## config.mk

```make
export PLATFORM = sky130hd
export DESIGN_NAME = facam_cell
export DESIGN_NICKNAME = d
export VERILOG_FILES = /design/src/sv/facam_pkg.sv /design/src/sv/facam_cell.sv
export SDC_FILE = /design/constraint.sdc
export NUM_CORES = 1
export LEC_CHECK = 0
export BUFFER_PORTS_ARGS = -buffer_cell sky130_fd_sc_hd__buf_4
export CORE_AREA = 4 4 144 146
export CTS_CLUSTER_DIAMETER = 80
export DETAILED_ROUTE_END_ITERATION = 7
export DIE_AREA = 0 0 148 150
export SYNTH_ARGS = -nofsm -noshare
export SYNTH_HDL_FRONTEND = slang
export SYNTH_SLANG_ARGS = --single-unit
```

## constraint.sdc

```tcl
create_clock -name clk -period 5.9 [get_ports clk]
set_input_delay 1.18 -clock clk [delete_from_list [all_inputs] [get_ports clk]]
set_output_delay 1.18 -clock clk [all_outputs]
set_load 0.01 [all_outputs]
```

## src/sv/facam_pkg.sv

```systemverilog
// ============================================================================
// facam_pkg: shared types and constants for the freed address log
// Opcodes, result codes, controller states, the stored entry layout and the
// command word sent from the controller to the row of log cells.
// ============================================================================
`default_nettype none

package facam_pkg;

    localparam int ADDR_W            = 64;
    localparam int SITE_W            = 16;
    localparam int LINE_W            = 20;
    localparam int PREV_W            = SITE_W + LINE_W;
    localparam int OP_W              = 2;
    localparam int STATUS_W          = 3;
    localparam int S_DATA_W          = 176;
    localparam int DEFAULT_LOG_DEPTH = 64;

    // Bit positions of the request fields in s_tdata
    localparam int ADDR_LSB      = 0;
    localparam int FREE_SITE_LSB = 132;
    localparam int FREE_LINE_LSB = 148;

    typedef enum logic [OP_W-1:0] {
        OP_CHECKED_FREE = 2'd0,
        OP_RECORD_FREE  = 2'd1,
        OP_ALLOC        = 2'd2,
        OP_CLEAR        = 2'd3
    } op_t;

    typedef enum logic [STATUS_W-1:0] {
        STS_RECORDED      = 3'd0,
        STS_EVICTED       = 3'd1,
        STS_DOUBLE_FREE   = 3'd2,
        STS_STALE_DROPPED = 3'd3,
        STS_NO_RECORD     = 3'd4,
        STS_CLEARED       = 3'd5,
        STS_IGNORED       = 3'd6
    } status_t;

    typedef enum logic [1:0] {
        ST_IDLE   = 2'd0,
        ST_LOOK   = 2'd1,
        ST_UPDATE = 2'd2
    } state_t;

    typedef struct packed {
        logic              valid;
        logic [ADDR_W-1:0] addr;
        logic [SITE_W-1:0] site;
        logic [LINE_W-1:0] line;
    } entry_t;

    typedef struct packed {
        logic clear;          // drop every entry
        logic capture;        // compare key and latch the hit flag
        logic push_all;       // shift the whole row toward the old end
        logic push_to_hit;    // shift only the cells up to the hit cell
        logic pull_from_hit;  // close the gap left by the hit cell
    } cell_cmd_t;

endpackage

`default_nettype wire

```

## src/sv/facam_cell.sv

```systemverilog
// ============================================================================
// facam_cell: one position of the freed address log
// Holds one entry, compares it against the lookup key, and takes its
// neighbor's entry when the row shifts in either direction.
// ============================================================================
`default_nettype none

module facam_cell
    import facam_pkg::*;
(
    input  wire logic              clk,
    input  wire logic              rst_n,
    input  wire cell_cmd_t         cmd,
    input  wire logic [ADDR_W-1:0] key,
    input  wire entry_t            prev_entry,   // newer neighbor
    input  wire entry_t            next_entry,   // older neighbor
    input  wire logic              after_in,     // hit in an older cell
    input  wire logic              before_in,    // hit in a newer cell
    output entry_t                 entry,
    output logic                   hit,
    output logic                   after_out,
    output logic                   before_out
);

    logic              valid_reg, valid_next;
    logic              hit_reg, hit_next;
    logic [ADDR_W-1:0] addr_reg, addr_next;
    logic [SITE_W-1:0] site_reg, site_next;
    logic [LINE_W-1:0] line_reg, line_next;
    logic              push, pull;

    assign after_out  = hit_reg | after_in;
    assign before_out = hit_reg | before_in;
    assign push       = cmd.push_all | (cmd.push_to_hit & after_out);
    assign pull       = cmd.pull_from_hit & before_out;

    assign hit   = hit_reg;
    assign entry = '{valid: valid_reg, addr: addr_reg, site: site_reg, line: line_reg};

    always_comb
    begin
        valid_next = valid_reg;
        addr_next  = addr_reg;
        site_next  = site_reg;
        line_next  = line_reg;
        hit_next   = hit_reg;
        if (cmd.capture)
        begin
            hit_next = valid_reg && (addr_reg == key);
        end
        if (cmd.clear)
        begin
            valid_next = 1'b0;
        end
        else if (push)
        begin
            valid_next = prev_entry.valid;
            addr_next  = prev_entry.addr;
            site_next  = prev_entry.site;
            line_next  = prev_entry.line;
        end
        else if (pull)
        begin
            valid_next = next_entry.valid;
            addr_next  = next_entry.addr;
            site_next  = next_entry.site;
            line_next  = next_entry.line;
        end
    end

    always_ff @(posedge clk or negedge rst_n)
    begin
        if (!rst_n)
        begin
            valid_reg <= 1'b0;
            hit_reg   <= 1'b0;
        end
        else
        begin
            valid_reg <= valid_next;
            hit_reg   <= hit_next;
        end
    end

    always_ff @(posedge clk)
    begin
        addr_reg <= addr_next;
        site_reg <= site_next;
        line_reg <= line_next;
    end

endmodule

`default_nettype wire

```

==> results.md, run 1 <==
- Status: finished clean
- Vias/cell: about 4.3
- Final Hold Vio Count: 0
- Largest net degree at the start of global routing: 60
- Critical Path Fanout Max: 2
- Total gr overflow: 0
- Min Tclk post-route: 2.903 ns
- Maximum clock path buffer count: 2
- # fillers: ~1800
- Max FFs per register: 64
- Critical path type: primary input to output port
- Core ar.: about 19000 sq um
- Max Cap Viol: 0
- VDD IR max: ~0.12 mV
- Max Freq: 344.5 MHz
- Nets: 981
- Vias in the first global route: approximately 4700
- Final setup violation count: 0
- Final Util: 0.4398
- Slew margin rel.: 0.4533
- Clock-pin slew on the worst setup and hold paths: approximately 0.07 ns
- Buffers added on ports: 378
- Seq/Total Area, Yosys: 0.5966
- GR Util All Layers: 0.1535
- CTS Buf Count: 9
- Initial drt markers: 73
- IO Count: 379
- Via count: between 4000 and 5000
- FF+latch count, synth: a little over 100
- Final Max Slew Viols: 0
- Total negative setup slack: 0 ns
- Final ANT Viol Nets: 0
- Rows: 51
- Mean post-synth cell area: ~16 sq um
- Starting Density: 0.2638
- PwrDens: ~230 nW/um^2
- Critical Path AT: 1.72 ns
- Yosys cell types: 30
- Total Wirelength: around 18000 microns
- Worst Setup Start Kind: primary input
- Die ar.: roughly 22000 sq um
- TritonCTS clock tree: yes
- Yosys warns: 0
- CTS root buf: clkbuf_16
- Cts repair resizes: 0
- Area Growth Syn to Fin: 66.70%
- Mapped Area: between 5000 and 6000 sq um
- Htree depth: 3
- CP Data Required Time: 4.72 ns
- Post-CTS setup buffer count: 0
- Crit end category: output port
- Share of cells above drive strength 1: 0.7046
- # clock sinks: about 100
- HPWL after detailed placement: about 15000 microns
- RD Place Congestion: a little over 0.8
- Die Y-Extent: around 150 microns
- DRT Pass-1 Iters: 4
- Cell count after synthesis: 325
- Final worst path period share: 0.4920
- Worst Hold Class: primary input to asynchronous set/reset pin
- Initial antenna violation count: 1
- RSZ-0062 raised after global routing: no
- Worst skew pair latency: approximately 0.35 ns
- Clock skew: ~0.011 ns
- Tightest Pin Transition: 0.7994 ns
- First-pass GRT wire length: 25850 microns
- Remaining DRCs: 0
- Cts hold-fix bufs: 0
- Die X: ~150 microns
- Syn Nets: 600
- DR WL/cell: ~18 microns
- Leak: around 3.6 nW
-- cell usage after synthesis, drive strengths merged --
cell type	instances	area share
edfxtp	100	0.59
mux2	100	0.22
xnor2	47	0.080
buf	12	0.022
nand4	11	0.013
inv	9	0.0066
nor2b	7	0.0086
xor2	5	0.0086
nand2b	4	0.0049
nor4	4	0.0049
nand2	3	0.0022
o221ai	3	0.0051
a2111o	2	0.0044
a21oi	2	0.0027
dfrtp	2	0.0098
nand3	2	0.0020
nor3	2	0.0020
or2	2	0.0024
a2111oi	1	0.0017
a211o	1	0.0017
a211oi	1	0.0024
a22o	1	0.0017
mux2i	1	0.0020
nor2	1	0.00073
o2111ai	1	0.0017
o22ai	1	0.0012
-- stage by stage --
step           std cells  worst slack [ns]  hold WS, ns  power [mW]  instance area, sq um
6_report             977             2.997       0.6081       1.923                  8531
2_1_floorplan        325            0.8212       0.5826       1.081                  5121
3_5_place_dp         960             2.642       0.6350       1.335                  8223
4_1_cts              976             2.995       0.5825       1.959                  8528
3_3_place_gp         960             2.701       0.6326       1.327                  8223
5_1_grt              977             2.923       0.5796       2.015                  8531
-- cells by family after synthesis --
logic type      share of synthesized area
simple gates                      0.04108
flops                              0.5966
buf+inv                           0.02861
xor+xnor                          0.08900
mux                                0.2220
compound gates                    0.02274
-- routing by layer --
layer	routed length (microns)	global-route usage	vias up
li1	-	-	1999
met2	9551	0.2891	232
met4	288	0.04711	0
met1	6248	0.1553	1933
met3	1931	0.06118	16
met5	0	0	-
-- worst max-delay path: stages --
cell   delay, ns
buf_4       0.10
or2_2       0.29
buf_4       0.15
-- layout by cell type, fill, tap and decap left out, types with 2 or more instances in the layout --
cell       Yosys  final
nor3_1         2      2
o221ai_1       3      3
nand3_1        2      2
a21oi_4        0      2
clkinv_4       0      2
inv_6          0      2
buf_4          1    382
edfxtp_1     100    100
xnor2_1       47     47
nand2b_1       4      4
clkbuf_16      0      9
a2111o_1       2      2
xor2_1         5      5
nand4_1       11     11
dfrtp_1        2      2
nand2_1        3      3
inv_1          9      9
mux2_2       100    100
nor2b_1        7      7
nor4_1         4      4
-- layout make-up --
type,count,area [sq um],area share
Antenna cell,1,2.502,0.0002933
Clock buffer,9,225.2,0.02640
Clock inverter,7,80.08,0.009387
Inverter,9,33.78,0.003960
Multi-Input combinational cell,202,1937,0.2270
Sequential cell,102,3053,0.3579
Tap cell,265,331.6,0.03887
Timing Repair Buffer,382,2868,0.3362
-- power by group --
| part | internal (mW) | switching (mW) |
|---|---|---|
| registers | 0.865 | 0.0317 |
| clock network | 0.335 | 0.278 |
| logic | 0.261 | 0.152 |
-- path summary, 6_finish.rpt --
path                       startpoint      endpoint  slack (ns)  cells past startpoint
hold / removal                  rst_n     valid_reg        0.61                      1
setup reg to reg                  hit  addr_reg[42]        3.49                      5
min in group clk                  hit           hit        0.64                      2
max in group asynchronous       rst_n           hit        5.20                      1
hold reg to reg                   hit           hit        0.64                      2
setup / recovery            before_in    before_out        3.00                      3
Power figures use the tool's default switching activity.
==> inputs of run 2 (changes only) <==
--- a/config.mk
+++ b/config.mk
@@ -5,11 +5,12 @@
 export SDC_FILE = /design/constraint.sdc
 export NUM_CORES = 1
 export LEC_CHECK = 0
+export ABC_AREA = 1
 export BUFFER_PORTS_ARGS = -buffer_cell sky130_fd_sc_hd__buf_4
-export CORE_AREA = 4 4 144 146
+export CORE_AREA = 4 4 151 139
 export CTS_CLUSTER_DIAMETER = 80
 export DETAILED_ROUTE_END_ITERATION = 7
-export DIE_AREA = 0 0 148 150
+export DIE_AREA = 0 0 155 143
 export SYNTH_ARGS = -nofsm -noshare
 export SYNTH_HDL_FRONTEND = slang
 export SYNTH_SLANG_ARGS = --single-unit
==> constraint.sdc (replaced) <==
create_clock -name clk -period 2.4 [get_ports clk]
set_input_delay 0.48 -clock clk [delete_from_list [all_inputs] [get_ports clk]]
set_output_delay 0.48 -clock clk [all_outputs]
set_load 0.01 [all_outputs]
==> run 2 against run 1 <==
Worst hold slack lost 0.23 ns. Clock skew shrank 0.0033 ns. Critical endpoint is now addr_reg[22]. Final cell count grew 35%. Synthesized cell count grew 110%. Largest power group unchanged. Highest routed layer is now met5. Critical path type is now flop to flop. Clock power grew to 2.5 times the previous value. Global-route usage grew 1.4 points.
==> results.md, run 2 <==
- Status: finished clean
- CTS Buf Count: 9
- Synth cell count leaders: nand2_1 (343), edfxtp_1 (100), inv_1 (65)
- Total gr overflow: 0
- Mapped Area: ~5700 sq um
- CP Data Required Time: between 2 and 2.5 ns
- Die Y-Extent: 143 microns
- Post-synth EDFFs: 100
- Yosys top cell area share: 0.5229
- Yosys cell types: 24
- Final setup violation count: 0
- # fillers: ~2000
- Critical Path Fanout Max: between 70 and 80
- Initial antenna violation count: 1
- Synth area leader: edfxtp_1
- Combinational share of power: 0.246
- Cts repair resizes: 0
- Final Max Slew Viols: 0
- Rows: 49
- Min Tclk post-route: about 1.8 ns
- Max Cap Viol: 0
- Initial drt markers: between 200 and 250
- Starting Density: 0.2936
- Clock power frac: 0.302
- Remaining DRCs: 0
- DRT Pass-1 Iters: 4
- Seq/Total Area, Yosys: 0.5316
- Multi-input logic area: roughly 2200 sq um
- Die X: ~160 microns
- Maximum clock path buffer count: 2
- Yosys warns: 0
- DR WL/cell: between 10 and 15 microns
- PnR worst setup slack: between 0.6 and 0.7 ns
- Synth Flop Type: edfxtp_1
- Cell Chain, Critical Path: or2_4 -> nand2_2 -> nand2_4 -> inv_4 -> nand2_4 -> nand2_2 -> clkinvlp_4 -> buf_12
- Nets: 1335
- CTS root buf: clkbuf_16
- IO Count: roughly 380
- Slew margin rel.: 0.6932
- Commonest non-fill, non-tap cells in the layout: buf_4 (380), nand2_1 (341), edfxtp_1 (100), inv_1 (64), nand2_2 (52)
- First-pass GRT wire length: about 29000 microns
- Leak: between 4 and 5 nW
- Final ANT Viol Nets: 0
- Pre-CTS setup slack: between 0.5 and 0.6 ns
- # clock sinks: 102
- FF+latch area: ~3000 sq um
- Async SR Flop Fraction: 0.01961
- Area Growth Syn to Fin: 57.21%
- Internal: between 3 and 4 mW
- Critical Path AT: ~1.8 ns
- RSZ-0062 raised after global routing: no
- Net switching power figure: approximately 1.4 mW
- VDD IR max: around 0.29 mV
- Critical-path top delay cell: dfrtp_1
- PwrDens: between 500 and 600 nW/um^2
- Final Hold Vio Count: 0
- Tightest Pin Transition: roughly 0.46 ns
- Htree depth: 3
- TritonCTS clock tree: yes
- Top-count cell post-synth: nand2_1
- Via count: approximately 5500
- Syn Nets: approximately 960
- Synth area leaders: edfxtp_1 (52%), nand2_1 (22%), nand2_2 (5.7%)
- Worst skew pair latency: approximately 0.35 ns
- Core ar.: 19560 sq um
- Commonest non-fill, non-tap cell in the layout: buf_4
- Total negative setup slack: 0 ns
- Flop pwr share: 0.451
- Crit end category: flop
- Mean post-synth cell area: roughly 8.3 sq um
- Share of cells above drive strength 1: 0.4291
- Cell count after synthesis: a little under 700
- Die ar.: 22170 sq um
- Max Freq: 563.2 MHz
- Diode count: 0
- Crit-path max cell delay: 0.43 ns
- Fin Hold WS: roughly 0.38 ns
- Vias in the first global route: between 5000 and 6000
- Largest net degree at the start of global routing: 102
- Worst Hold Class: primary input to flop
- Final Util: 0.4616
- Clock skew: around 0.0077 ns
- Max FFs per register: 64
- Critical path type: flop to flop
- Vias/cell: ~4.2
- GR Util All Layers: 0.1672
- Buffers added on ports: approximately 380
- Clock-pin slew on the worst setup and hold paths: roughly 0.08 ns
- HPWL after detailed placement: 15760 microns
- Worst Setup Start Kind: flop
- Switch share: 0.2742
- Final worst path period share: 0.7398
- FF+latch count, synth: 102
- RD Place Congestion: between 0.8 and 0.9
- Total Wirelength: 19670 microns
-- run 2: changes by cell type after synthesis, moves of 18 or more --
cell	previous run	this run
nand2_1	3	343
mux2_2	100	0
inv_1	9	65
nand2_2	0	52
nor2_1	1	47
xnor2_1	47	8
o21ai_0	0	18
-- run 2: worst paths after layout --
path | from | end | slack, ns | cells after the start
max reg2reg | hit | addr_reg[22] | 0.62 | 8
max in group asynchronous | rst_n | valid_reg | 1.84 | 2
min | cmd[3] | hit | 0.38 | 4
max | hit | addr_reg[22] | 0.62 | 8
min reg2reg | hit | hit | 0.59 | 2
min in group asynchronous | rst_n | hit | 0.47 | 2
-- run 2: critical path, delay by kind of cell (launching register included) --
family | cells | cell delay, ns
buf+inv | 3 | 0.42
flops | 1 | 0.43
simple gates | 5 | 0.54
-- run 2: power groups by stage --
stage / Combinational (mW) / Clock (mW) / Sequential (mW)
floorplan: 0.457 / 0 / 2.41
global placement: 1.26 / 0 / 2.33
detailed placement: 1.27 / 0 / 2.34
CTS: 1.28 / 1.59 / 2.30
global route: 1.38 / 1.65 / 2.32
finish: 1.25 / 1.54 / 2.29
-- run 2: area by class of cell --
type,instances,share of cell area
sequential,102,0.3381
timing repair buffer,384,0.3237
multi-input combinational,497,0.2410
tap,255,0.03534
inverter,66,0.02813
clock buffer,10,0.02536
clock inverter,6,0.008315
-- run 2: cell families (layout without fill, tap and decap cells) --
group,Yosys count,count (layout),share of synthesized area
compound gates,20,20,0.01743
xor+xnor,22,22,0.03355
buf+inv,89,466,0.09259
flops,102,102,0.5316
simple gates,455,455,0.3248
-- run 2: stage by stage --
step           cell area, sq um  std cells  total power, mW
5_1_grt                    9029       1320            5.358
4_1_cts                    9029       1320            5.159
3_3_place_gp               8715       1303            3.594
6_report                   9029       1320            5.082
3_5_place_dp               8715       1303            3.608
2_1_floorplan              5759        688            2.870
-- run 2: metal layers --
metal	up-vias	track usage	wire length, microns
li1	2860	-	-
met1	2371	0.1849	7295
met2	234	0.2981	9956
met3	29	0.06303	1983
met4	2	0.05390	420
met5	-	0	13
-- run 2: repair_timing --
action,CTS,global route
hold buffers,1,0
setup buffers,0,0
hold endpoints to repair,2,0
